===== config.mk =====
export PLATFORM = sky130hd
export DESIGN_NAME = tagged_value_stream_decoder_top_flat
export DESIGN_NICKNAME = d
export VERILOG_FILES = /design/src/hdl/tvsd_pkg.sv /design/src/hdl/tvsd_if.sv /design/src/hdl/tvsd_core.sv /design/src/hdl/tagged_value_stream_decoder_top.sv /design/src/flat_wrapper.sv
export SDC_FILE = /design/constraint.sdc
export NUM_CORES = 1
export LEC_CHECK = 0
export BUFFER_PORTS_ARGS = -buffer_cell sky130_fd_sc_hd__buf_2
export CAP_MARGIN = 10
export CORE_MARGIN = 2
export CORE_UTILIZATION = 62
export CTS_CLUSTER_SIZE = 14
export DETAILED_ROUTE_END_ITERATION = 10
export PLACE_DENSITY = 0.83
export SLEW_MARGIN = 20
export SYNTH_ARGS = -nofsm -noshare
export SYNTH_HDL_FRONTEND = slang
export SYNTH_SLANG_ARGS = --single-unit
export TNS_END_PERCENT = 5

===== constraint.sdc =====
create_clock -name i_clk -period 11.45 [get_ports i_clk]
set_clock_uncertainty 0.15 [all_clocks]
set_input_delay 0 -clock i_clk [delete_from_list [all_inputs] [get_ports i_clk]]
set_output_delay 0 -clock i_clk [all_outputs]
set_load 0.005 [all_outputs]

===== src/hdl/tvsd_pkg.sv =====
// ============================================================================
// tvsd_pkg: shared types and constants for the tagged value stream decoder
// Codes for requested types, result kinds and tag bytes, the phase encoding,
// the result record and the sign-extension helpers.
// ============================================================================
package tvsd_pkg;

    localparam int STRING_LEN_BITS = 32;
    localparam int VALUE_W         = 64;

    // Sign bit and mask of the string length field, 64-bit safe.
    localparam logic [VALUE_W-1:0] LEN_SIGN = 64'd1 << (STRING_LEN_BITS - 1);
    localparam logic [VALUE_W-1:0] LEN_MASK = (LEN_SIGN << 1) - 64'd1;

    // Requested type, sampled with the tag byte
    localparam logic [2:0] FUNC_BOOL   = 3'd0;
    localparam logic [2:0] FUNC_CHAR   = 3'd1;
    localparam logic [2:0] FUNC_SHORT  = 3'd2;
    localparam logic [2:0] FUNC_INT    = 3'd3;
    localparam logic [2:0] FUNC_LONG   = 3'd4;
    localparam logic [2:0] FUNC_STRING = 3'd5;

    // Result kinds
    localparam logic [2:0] KIND_BOOL     = 3'd0;
    localparam logic [2:0] KIND_CHAR     = 3'd1;
    localparam logic [2:0] KIND_SHORT    = 3'd2;
    localparam logic [2:0] KIND_INT      = 3'd3;
    localparam logic [2:0] KIND_LONG     = 3'd4;
    localparam logic [2:0] KIND_STR_LEN  = 3'd5;
    localparam logic [2:0] KIND_STR_BYTE = 3'd6;

    // Tag bytes (ASCII)
    localparam logic [7:0] TAG_TRUE   = 8'h74;  // t
    localparam logic [7:0] TAG_FALSE  = 8'h66;  // f
    localparam logic [7:0] TAG_CHAR   = 8'h63;  // c
    localparam logic [7:0] TAG_SHORT  = 8'h73;  // s
    localparam logic [7:0] TAG_INT    = 8'h69;  // i
    localparam logic [7:0] TAG_LONG   = 8'h6c;  // l
    localparam logic [7:0] TAG_STRING = 8'h53;  // S

    typedef enum logic [4:0] {
        PH_TAG     = 5'b00001,
        PH_CHAR    = 5'b00010,
        PH_HEADER  = 5'b00100,
        PH_PAYLOAD = 5'b01000,
        PH_STRING  = 5'b10000
    } t_phase;

    typedef struct packed {
        logic signed [VALUE_W-1:0] value;
        logic [2:0]                kind;
        logic                      error;
        logic                      last;
    } t_result;

    function automatic logic [VALUE_W-1:0] f_sext8(input logic [7:0] b);
        return {{(VALUE_W-8){b[7]}}, b};
    endfunction

    function automatic logic [VALUE_W-1:0] f_sext_len(input logic [VALUE_W-1:0] a);
        logic [VALUE_W-1:0] v;
        v = a & LEN_MASK;
        return (v ^ LEN_SIGN) - LEN_SIGN;
    endfunction

endpackage


===== src/hdl/tvsd_if.sv =====
// ============================================================================
// tvsd_if: stream channels of the tagged value stream decoder
// Valid/ready channels for input bytes and for decoded results.
// ============================================================================
interface tvsd_in_if;
    logic       valid;
    logic       ready;
    logic [7:0] data_byte;
    logic [2:0] func;

    modport source (output valid, output data_byte, output func, input ready);
    modport sink   (input valid, input data_byte, input func, output ready);
endinterface

interface tvsd_out_if;
    logic               valid;
    logic               ready;
    logic signed [63:0] value;
    logic [2:0]         kind;
    logic               error;
    logic               last;

    modport source (output valid, output value, output kind, output error, output last,
                    input ready);
    modport sink   (input valid, input value, input kind, input error, input last,
                    output ready);
endinterface


===== src/hdl/tvsd_core.sv =====
// ============================================================================
// tvsd_core: decode state and per-byte next-state logic
// Holds the phase, accumulator, counters and sticky error; for each accepted
// byte it updates them and presents at most one result.
// ============================================================================
module tvsd_core (
    input  logic              i_clk,
    input  logic              i_rst_n,
    input  logic              i_accept,
    input  logic [7:0]        i_data_byte,
    input  logic [2:0]        i_func,
    output logic              o_res_valid,
    output tvsd_pkg::t_result o_res
);
    import tvsd_pkg::*;

    t_phase                     r_phase, n_phase;
    logic [2:0]                 r_pending_kind, n_pending_kind;
    logic [3:0]                 r_payload_left, n_payload_left;
    logic [VALUE_W-1:0]         r_acc, n_acc;
    logic [STRING_LEN_BITS-1:0] r_str_left, n_str_left;
    logic                       r_error, n_error;

    logic [VALUE_W-1:0] w_hdr_acc;
    logic [VALUE_W-1:0] w_fin_acc;
    logic [VALUE_W-1:0] w_short;
    logic [VALUE_W-1:0] w_int;
    logic [VALUE_W-1:0] w_len;
    logic               w_finish;

    assign w_hdr_acc = {{(VALUE_W-4){i_data_byte[3]}}, i_data_byte[3:0]};
    // Value the integer read completes with, header-only or after payload
    assign w_fin_acc = (r_phase == PH_HEADER) ? w_hdr_acc
                                              : {r_acc[VALUE_W-9:0], i_data_byte};
    assign w_short   = {{(VALUE_W-16){w_fin_acc[15]}}, w_fin_acc[15:0]};
    assign w_int     = {{(VALUE_W-32){w_fin_acc[31]}}, w_fin_acc[31:0]};
    assign w_len     = f_sext_len(w_fin_acc);

    always_comb begin
        n_phase        = r_phase;
        n_pending_kind = r_pending_kind;
        n_payload_left = r_payload_left;
        n_acc          = r_acc;
        n_str_left     = r_str_left;
        n_error        = r_error;
        w_finish       = 1'b0;
        o_res_valid    = 1'b0;
        o_res.value    = '0;
        o_res.kind     = KIND_BOOL;
        o_res.last     = 1'b0;

        case (r_phase)
            PH_TAG: begin
                n_pending_kind = i_func;
                case (i_func)
                    FUNC_BOOL: begin
                        o_res_valid = 1'b1;
                        o_res.kind  = KIND_BOOL;
                        o_res.last  = 1'b1;
                        o_res.value = (i_data_byte == TAG_TRUE) ? 64'sd1 : 64'sd0;
                        if (i_data_byte != TAG_TRUE && i_data_byte != TAG_FALSE) begin
                            n_error = 1'b1;
                        end
                    end
                    FUNC_CHAR: begin
                        if (i_data_byte != TAG_CHAR) n_error = 1'b1;
                        n_phase = PH_CHAR;
                    end
                    FUNC_SHORT: begin
                        if (i_data_byte != TAG_SHORT) n_error = 1'b1;
                        n_phase = PH_HEADER;
                    end
                    FUNC_INT: begin
                        if (i_data_byte != TAG_INT) n_error = 1'b1;
                        n_phase = PH_HEADER;
                    end
                    FUNC_LONG: begin
                        if (i_data_byte != TAG_LONG) n_error = 1'b1;
                        n_phase = PH_HEADER;
                    end
                    FUNC_STRING: begin
                        if (i_data_byte != TAG_STRING) n_error = 1'b1;
                        n_phase = PH_HEADER;
                    end
                    default: begin
                        // unknown type: byte dropped, keep waiting for a tag
                        n_error = 1'b1;
                    end
                endcase
            end
            PH_CHAR: begin
                n_phase     = PH_TAG;
                o_res_valid = 1'b1;
                o_res.kind  = KIND_CHAR;
                o_res.last  = 1'b1;
                o_res.value = f_sext8(i_data_byte);
            end
            PH_HEADER: begin
                n_acc          = w_hdr_acc;
                n_payload_left = i_data_byte[7:4];
                if (i_data_byte[7:4] == 4'd0) begin
                    w_finish = 1'b1;
                end else begin
                    n_phase = PH_PAYLOAD;
                end
            end
            PH_PAYLOAD: begin
                n_acc          = w_fin_acc;
                n_payload_left = r_payload_left - 4'd1;
                if (r_payload_left == 4'd1) w_finish = 1'b1;
            end
            PH_STRING: begin
                n_str_left  = r_str_left - STRING_LEN_BITS'(1);
                o_res_valid = 1'b1;
                o_res.kind  = KIND_STR_BYTE;
                o_res.value = f_sext8(i_data_byte);
                if (r_str_left == STRING_LEN_BITS'(1)) begin
                    o_res.last = 1'b1;
                    n_phase    = PH_TAG;
                end
            end
            default: begin
                n_phase = PH_TAG;
            end
        endcase

        if (w_finish) begin
            n_phase     = PH_TAG;
            o_res_valid = 1'b1;
            o_res.last  = 1'b1;
            case (r_pending_kind)
                FUNC_SHORT: begin
                    o_res.kind  = KIND_SHORT;
                    o_res.value = w_short;
                    if (w_short != w_fin_acc) n_error = 1'b1;
                end
                FUNC_INT: begin
                    o_res.kind  = KIND_INT;
                    o_res.value = w_int;
                    if (w_int != w_fin_acc) n_error = 1'b1;
                end
                FUNC_LONG: begin
                    o_res.kind  = KIND_LONG;
                    o_res.value = w_fin_acc;
                end
                default: begin
                    // string length; zero or negative means an empty string
                    o_res.kind  = KIND_STR_LEN;
                    o_res.value = w_len;
                    if (w_len[VALUE_W-1] || w_len == '0) begin
                        n_str_left = '0;
                    end else begin
                        n_str_left = w_len[STRING_LEN_BITS-1:0];
                        n_phase    = PH_STRING;
                        o_res.last = 1'b0;
                    end
                end
            endcase
        end

        o_res.error = n_error;
    end

    always_ff @(posedge i_clk) begin
        if (!i_rst_n) begin
            r_phase        <= PH_TAG;
            r_pending_kind <= FUNC_BOOL;
            r_payload_left <= '0;
            r_str_left     <= '0;
            r_error        <= 1'b0;
        end else if (i_accept) begin
            r_phase        <= n_phase;
            r_pending_kind <= n_pending_kind;
            r_payload_left <= n_payload_left;
            r_str_left     <= n_str_left;
            r_error        <= n_error;
        end
    end

    // accumulator is always loaded by a header byte before it is used
    always_ff @(posedge i_clk) begin
        if (i_accept) begin
            r_acc <= n_acc;
        end
    end

endmodule


===== src/hdl/tagged_value_stream_decoder_top.sv =====
// A result is registered and appears on o_out in the cycle after the byte that causes it.
// Throughput: one byte per cycle; the result register takes a new result
// while the current one is being taken, so only a result held with o_out.ready low stalls input.
// Reset (synchronous, i_rst_n low): waits for a tag, sticky error cleared,
// output register empty.
// ============================================================================
// tagged_value_stream_decoder_top: byte-stream tagged value decoder
// Decode core followed by a result register on the output channel.
// ============================================================================
module tagged_value_stream_decoder_top (
    input  logic       i_clk,
    input  logic       i_rst_n,
    tvsd_in_if.sink    i_in,
    tvsd_out_if.source o_out
);
    import tvsd_pkg::*;

    logic    w_accept;
    logic    w_res_valid;
    t_result w_res;
    logic    r_out_valid;
    t_result r_out;

    assign i_in.ready = !r_out_valid || o_out.ready;
    assign w_accept   = i_in.valid && i_in.ready;

    tvsd_core u_core (
        .i_clk       (i_clk),
        .i_rst_n     (i_rst_n),
        .i_accept    (w_accept),
        .i_data_byte (i_in.data_byte),
        .i_func      (i_in.func),
        .o_res_valid (w_res_valid),
        .o_res       (w_res)
    );

    always_ff @(posedge i_clk) begin
        if (!i_rst_n) begin
            r_out_valid <= 1'b0;
        end else if (w_accept && w_res_valid) begin
            r_out_valid <= 1'b1;
        end else if (o_out.ready) begin
            r_out_valid <= 1'b0;
        end
    end

    always_ff @(posedge i_clk) begin
        if (w_accept && w_res_valid) begin
            r_out <= w_res;
        end
    end

    assign o_out.valid = r_out_valid;
    assign o_out.value = r_out.value;
    assign o_out.kind  = r_out.kind;
    assign o_out.error = r_out.error;
    assign o_out.last  = r_out.last;

endmodule


===== src/flat_wrapper.sv =====
// flat-port wrapper written by rule: the top's interface ports become plain ports
module tagged_value_stream_decoder_top_flat import tvsd_pkg::*;
  (i_clk, i_rst_n, i_in_valid, i_in_data_byte, i_in_func, i_in_ready, o_out_valid, o_out_value, o_out_kind, o_out_error, o_out_last, o_out_ready);
  tvsd_in_if i_in_i ();
  tvsd_out_if o_out_i ();
  input  logic i_clk;
  input  logic i_rst_n;
  input wire logic [$bits(i_in_i.valid)-1:0] i_in_valid;
  input wire logic [$bits(i_in_i.data_byte)-1:0] i_in_data_byte;
  input wire logic [$bits(i_in_i.func)-1:0] i_in_func;
  output wire logic [$bits(i_in_i.ready)-1:0] i_in_ready;
  output wire logic [$bits(o_out_i.valid)-1:0] o_out_valid;
  output wire logic [$bits(o_out_i.value)-1:0] o_out_value;
  output wire logic [$bits(o_out_i.kind)-1:0] o_out_kind;
  output wire logic [$bits(o_out_i.error)-1:0] o_out_error;
  output wire logic [$bits(o_out_i.last)-1:0] o_out_last;
  input wire logic [$bits(o_out_i.ready)-1:0] o_out_ready;
  assign i_in_i.valid = i_in_valid;
  assign i_in_i.data_byte = i_in_data_byte;
  assign i_in_i.func = i_in_func;
  assign i_in_ready = i_in_i.ready;
  assign o_out_valid = o_out_i.valid;
  assign o_out_value = o_out_i.value;
  assign o_out_kind = o_out_i.kind;
  assign o_out_error = o_out_i.error;
  assign o_out_last = o_out_i.last;
  assign o_out_i.ready = o_out_ready;
  tagged_value_stream_decoder_top u_core (.i_clk(i_clk), .i_rst_n(i_rst_n), .i_in(i_in_i), .o_out(o_out_i));
endmodule

# Yosys cells after proc, flatten, opt, wreduce, memory -nomap -nowiden
# Cells that the tools add are included.
# W data, S select, Z words.
[word_totals] out_inout_bits=71 regBits=171 in_bits=15 elab_cells=105
[classes] n_reduce_logical=17 mux=44 bitwise=1 n_eq_ne=29 addsub=3
[ops] op="$pmux W67 S3" count=2
[ops] op="$mux W32" count=4
[ops] op="$pmux W56 S2" count=1
[ops] op="$mux W67" count=1
[ops] op="$logic_not A64 Y1" count=1
[ops] op="$mux W64" count=1
[ops] op="$ne A8 B7 Y1 const B" count=7
[ops] op="$ne A48 B48 Y1" count=1
[ops] op="$sub A32 B32 Y33 const B" count=1
[ops] op="$eq A32 B1 Y1 const B" count=1
[ops] op="$ne A32 B32 Y1" count=1
[ops] op="$sub A32 B1 Y32 const B" count=1
[ops] op="$mux W5" count=5
[ops] op="$mux W1" count=21
[ops] op="$pmux W5 S4" count=1
[ops] op="$eq A3 B2 Y1 const B" count=4
[ops] op="$pmux W5 S2" count=1
[ops] op="$eq A3 B3 Y1 const B" count=3
[ops] op="$eq A8 B7 Y1 const B" count=1
[ops] op="$pmux W4 S2" count=1
[ops] op="$ne A3 B3 Y1 const B" count=2
[ops] op="$pmux W1 S2" count=3
[ops] op="$pmux W1 S6" count=1
[ops] op="$eq A5 B1 Y1 const B" count=1
[ops] op="23 further kinds" count=28

# Depth between registers and ports, before layout
[depth] depth_word=9 depth_mapped=10 mapped_depth_nobuf=8

# Modules after synthesis
# Synthesis repeated with hierarchy kept, for this count alone.
[unflattened] cells_unflattened=904 area_unflattened_um2=9156.3
[by_module_without_submodules] mod="tvsd_core" n_inst=1 seq_area_each_um2=2582.5 area_per_inst_um2=7013.0 cells_per_inst=829
[by_module_without_submodules] mod="tagged_value_stream_decoder_top" n_inst=1 seq_area_each_um2=2092.0 area_per_inst_um2=2143.3 cells_per_inst=75

# Least setup slack after synthesis
# OpenSTA, ideal clock, no wires.
[synth_timing] kind="register to register" from="reg u_core.u_core.r_payload_left[1]" to="reg u_core.r_out (netlist bit u_core.o_out.error), enable pin" setup_time_ps=521 path_buffers=0 path_slack_ps=5744 path_stages_with_launch=8 t_required_ps=10779 arrival_ps=5036 synth_period_minus_slack_ps=5706 cell_sequence="dfxtp_1 inv_1 ha_1 or3b_2 or3_1 o21ai_1 nor2_1 a21oi_1"
[synth_via] elab_chain_cells=5
[synth_rtl] element="from (decl)" line="tvsd_core.sv:19" text="logic [3:0] r_payload_left, n_payload_left;"
[synth_rtl] element="from (signal assigned)" line="tvsd_core.sv:174" text="r_payload_left <= n_payload_left;"
[synth_rtl] element="$eq A4 B1 Y1" line="tvsd_core.sv:110" text="if (r_payload_left == 4'd1) w_finish = 1'b1;"
[synth_rtl] element="$mux W1" line="tvsd_core.sv:110"
[synth_rtl] element="$pmux W1 S2" line="tvsd_core.sv:52" text="case (r_phase)"
[synth_rtl] element="$mux W1" line="tvsd_core.sv:127" text="if (w_finish) begin"
[synth_rtl] element="$logic_and A1 B1 Y1" line="tagged_value_stream_decoder_top.sv:48" text="if (w_accept && w_res_valid) begin"
[synth_rtl] element="to (signal assigned)" line="tagged_value_stream_decoder_top.sv:49" text="r_out <= w_res;"
[synth_rtl] element="to (decl)" line="tagged_value_stream_decoder_top.sv:22" text="t_result r_out;"
# No other way between the ends.
# A chain may end at the register's enable or synchronous reset.

# Final worst setup path
[layout_timing] from="reg u_core.u_core.r_phase[4]" to="reg u_core.r_out (netlist bit u_core.o_out.value[50]), enable pin"
[layout_via] elab_chain_cells=5 word_cells_on_any_way=10 classes_between="5 x eq/ne; 3 x mux; 2 x reduce/logical"
[layout_rtl] element="from (decl)" line="tvsd_core.sv:17" text="t_phase r_phase, n_phase;"
[layout_rtl] element="from (signal assigned)" line="tvsd_core.sv:172" text="r_phase <= n_phase;"
[layout_rtl] element="$eq A5 B5 Y1 or $eq A5 B2 Y1 (tied branches)" line="tvsd_core.sv:52"
[layout_rtl] element="$reduce_or A2 Y1 (no source line)"
[layout_rtl] element="$pmux W1 S2" line="tvsd_core.sv:52"
[layout_rtl] element="$mux W1 (*)" line="tvsd_core.sv:127"
[layout_rtl] element="$logic_and A1 B1 Y1 (*)" line="tagged_value_stream_decoder_top.sv:48"
# Every way passes the cells marked *; elsewhere a longest branch is shown, timed or not.

==> summary.log <==
qor: run_status.status finished, final reports clean
qor: synth.largest_family_of_logic_cells_by_synthesized_area compound AO/OA/AOI/OAI gates
qor: synth.netlist_area 0.00891 mm²
qor: timing.post-route-min-period 3.50 ns
qor: clock_tree.cts_buf_count 17
qor: global_route.antenna_violations_before_repair 0
qor: synth.synth_mux_area_frac 0.00225
qor: die.die_x 124 µm
qor: clock_tree.clock_sinks 171
qor: die.core 0.0139 mm²
qor: synth.synth.ff_latch_count 171
qor: power.power.leakage 3.89 nW
qor: min_path.holdCritPathClass in -> reg
qor: timing.actual_transition_at_the_worst_max_transition_pin 1.01 ns
qor: global_route.global_route.usage.met3 0.0875
qor: global_route.first_pass_grt_wire_length 38900 µm
qor: global_route.grt_pass1_vias 6961
qor: clock_tree.cts.htree.levels 4
qor: clock_tree.cts.root.buffer_cell sky130_fd_sc_hd__clkbuf_16
qor: worst_setup_path.worstPathArrival 3.42 ns
qor: timing.max-slew-margin-rel 0.326
qor: layout.diodes 0
qor: synth.synth_sequential_area_ratio 0.525
qor: routing.detail_route.iter0.violations 1317
qor: global_route.pin_count_of_the_biggest_net_entering_global_routing 71
qor: synth.async_flop_share 0
qor: place.hpwlAfterDp 16900 µm
qor: die.fp.dieH 124 µm
qor: synth.synthFlopType sky130_fd_sc_hd__edfxtp_1
qor: die.design.die.area 0.0153 mm²
qor: timing.fmaxAchievable 286 MHz
qor: routing.via_count 7981
qor: layout.most-common-layout-cells sky130_fd_sc_hd__edfxtp_1, sky130_fd_sc_hd__a21oi_1, sky130_fd_sc_hd__o21ai_0
qor: worst_setup_path.critical_path_required 11.37 ns
qor: timing.postLayoutSetupSlackWorst 7.95 ns
qor: layout.layout_commonest_cell sky130_fd_sc_hd__edfxtp_1
qor: synth.number_of_enable_flip_flop_cells_after_synthesis 125
qor: synth.post_synth_fa_ha_maj_area_fraction 0.00562
qor: layout.final_layout_size_suffix_gt1_frac 0.156
qor: clock_tree.latest_clock_arrival_within_the_worst_skew_pair 0.44 ns
qor: routing.drc 0
qor: worst_setup_path.timing_worst_setup_path_type reg -> reg
qor: worst_setup_path.critPathLaunchType flop
qor: die.initial_utilization 0.639
qor: synth.mappedNetlistNets 954
qor: worst_setup_path.critPathCaptureType flop
qor: timing.report.final.slew_viol_count 0
qor: timing.totalNegativeSetupSlack 0 ns
qor: layout.fin_nets 1015
qor: routing.routed_wire_length_per_instance 21.1 µm
qor: synth.synthSimpleGateAreaFrac 0.198
qor: timing.grt_setup_unrepaired false
qor: power.power.density 138 mW/mm²
qor: power.power.ir.vdd_worst 0.000106 V
qor: timing.timing.final.hold_violations 0
qor: die.pin_count 86
qor: global_route.gr_met1_demand_resource 0.509
qor: global_route.gr-max-usage-layer met1
qor: clock_tree.clk_transition_reported_paths 0.07 ns
qor: routing.viasPerCell 6.71
qor: clock_tree.cts_buffer_depth 2
qor: clock_tree.tritoncts built
qor: synth.synth.yosys.warnings 0
qor: die.fp_rows 43
qor: synth.complex_gate_fraction_of_the_synthesized_area 0.216
qor: worst_setup_path.largest_fanout_on_the_critical_path 70
qor: global_route.grtUsageTotal 0.338
qor: routing.route.final.wire_length 25000 µm
qor: routing.firstDrtPassIters 7
qor: clock_tree.resized_cells_post_cts 0
qor: place.io_buf_count 85
qor: routing.route.antenna.remaining_nets 0
qor: global_route.grtUsageMet2 0.474
qor: synth.yosys.cell_types.count 73
qor: timing.timing.final.crit_share 0.306
qor: place.placement.setup.worst_slack 7.98 ns
qor: timing.setup_violations 0
qor: flow_run.count_of_max_cap_constraint_violations 0
qor: synth.post_synth_xor_area_fraction 0.0157
qor: layout.area.growth.synth_to_final 13.7%
qor: place.place_congestion 1.00
qor: synth.avgSynthCellArea 9.53 µm²
qor: synth.netlist_instances 935
qor: global_route.grt.overflow.total 0
## what timing repair did
action,4_1_cts,5_1_grt
setup buffers,0,0
endpoints found under the hold margin,44,0
hold buffers,13,0
## final timing paths
kind / from / to / slack [ns] / cells past startpoint
min reg2reg: u_core.u_core.r_str_left[31] / u_core.u_core.r_str_left[31] / 0.32 / 2
min: i_in_valid / u_core.u_core.r_str_left[19] / 0.07 / 5
max: u_core.u_core.r_phase[4] / u_core.o_out.value[50] / 7.95 / 7
max reg2reg: u_core.u_core.r_phase[4] / u_core.o_out.value[50] / 7.95 / 7
## worst max-delay path: stages (launching register included)
cell and delay, ns:
sky130_fd_sc_hd__dfxtp_1 0.37, sky130_fd_sc_hd__or3_1 0.61, sky130_fd_sc_hd__or3_1 0.47, sky130_fd_sc_hd__o21ai_2 0.07
sky130_fd_sc_hd__buf_4 0.32, sky130_fd_sc_hd__nor2_1 0.22, sky130_fd_sc_hd__a21oi_4 0.19, sky130_fd_sc_hd__buf_4 0.68
## metrics by stage
stage	hold slack, ns	cell area [µm²]	util	power, mW	cells
after floorplan	-0.0511	8910	-	0.792	935
after global placement	0.151	9420	0.676	0.828	1144
after detailed placement	0.153	9420	0.676	0.831	1144
after CTS	0.0673	10100	0.727	1.40	1189
after global routing	0.115	10100	0.727	1.44	1189
final	0.0712	10100	0.727	1.40	1189
## metal layers
metal  up-vias  wire length [µm]
li1       3621                 -
met1      3686             10100
met2       606             10700
met3        66              3590
met4         2               638
met5         -                42
## report_power, final
part | total [mW] | internal, mW | switching (mW)
Clock | 0.572 | 0.317 | 0.255
Combinational | 0.132 | 0.0442 | 0.0883
Sequential | 0.694 | 0.680 | 0.0142
Total | 1.40 | 1.04 | 0.358
## cells in the mapped netlist, types with 3 or more instances
cell type	number	area [µm²]
sky130_fd_sc_hd__nor3_1	32	160
sky130_fd_sc_hd__o21ai_0	94	470
sky130_fd_sc_hd__a22oi_1	5	37.5
sky130_fd_sc_hd__a31oi_1	12	75.1
sky130_fd_sc_hd__ha_1	4	50.1
sky130_fd_sc_hd__o22ai_1	6	37.5
sky130_fd_sc_hd__inv_1	13	48.8
sky130_fd_sc_hd__nand4_1	11	68.8
sky130_fd_sc_hd__nand3_1	20	100
sky130_fd_sc_hd__dfxtp_1	46	921
sky130_fd_sc_hd__nor2b_1	6	37.5
sky130_fd_sc_hd__nor3_2	3	30.0
sky130_fd_sc_hd__or2_2	3	18.8
sky130_fd_sc_hd__a211oi_1	3	22.5
sky130_fd_sc_hd__or3_1	24	150
sky130_fd_sc_hd__a221oi_1	6	52.6
sky130_fd_sc_hd__xnor2_1	3	26.3
sky130_fd_sc_hd__o211ai_1	5	37.5
sky130_fd_sc_hd__buf_1	8	30.0
sky130_fd_sc_hd__o41ai_1	3	26.3
sky130_fd_sc_hd__buf_2	9	45.0
sky130_fd_sc_hd__o21ai_1	3	15.0
sky130_fd_sc_hd__or4_1	8	60.1
sky130_fd_sc_hd__nand2_1	92	345
sky130_fd_sc_hd__o21a_1	6	45.0
sky130_fd_sc_hd__clkbuf_1	52	195
sky130_fd_sc_hd__nand4b_1	3	26.3
sky130_fd_sc_hd__nor2_1	75	282
sky130_fd_sc_hd__nor4_1	22	138
sky130_fd_sc_hd__a21o_1	38	285
sky130_fd_sc_hd__edfxtp_1	125	3750
sky130_fd_sc_hd__nand2b_1	15	93.8
sky130_fd_sc_hd__and2_1	4	25.0
sky130_fd_sc_hd__xor2_1	13	114
sky130_fd_sc_hd__a21oi_1	111	556
sky130_fd_sc_hd__nor4bb_1	3	30.0
## state kept, by name, summed over array words and instances, names as in the netlist
signal                        cells
u_core.u_core.r_error             1
u_core.u_core.r_payload_left      4
u_core.o_out.valid                1
u_core.u_core.r_pending_kind      3
u_core.o_out.value               64
u_core.o_out.last                 1
u_core.u_core.r_phase             5
u_core.o_out.kind                 3
u_core.u_core.r_str_left         32
u_core.u_core.r_acc              56
u_core.o_out.error                1
## logic make-up (layout without fill, tap and decap cells)
family,after synthesis,after routing
muxes,2,2
AOI/OAI and AO/OA,320,320
adders and majority gates,4,4
and+or+nand+nor,339,339
DFF,171,171
xor gates and xnor gates,16,16
buffers and inverters,83,157
## cell type report
cell class / instances / area, µm²
sequential: 171 / 4670
multi-input combinational: 681 / 3940
fill: 987 / 3800
timing repair buffer: 112 / 661
clock buffer: 19 / 454
tap: 180 / 225
clock inverter: 13 / 129
inverter: 13 / 48.8
No activity file was read; power rests on OpenSTA's default activity.
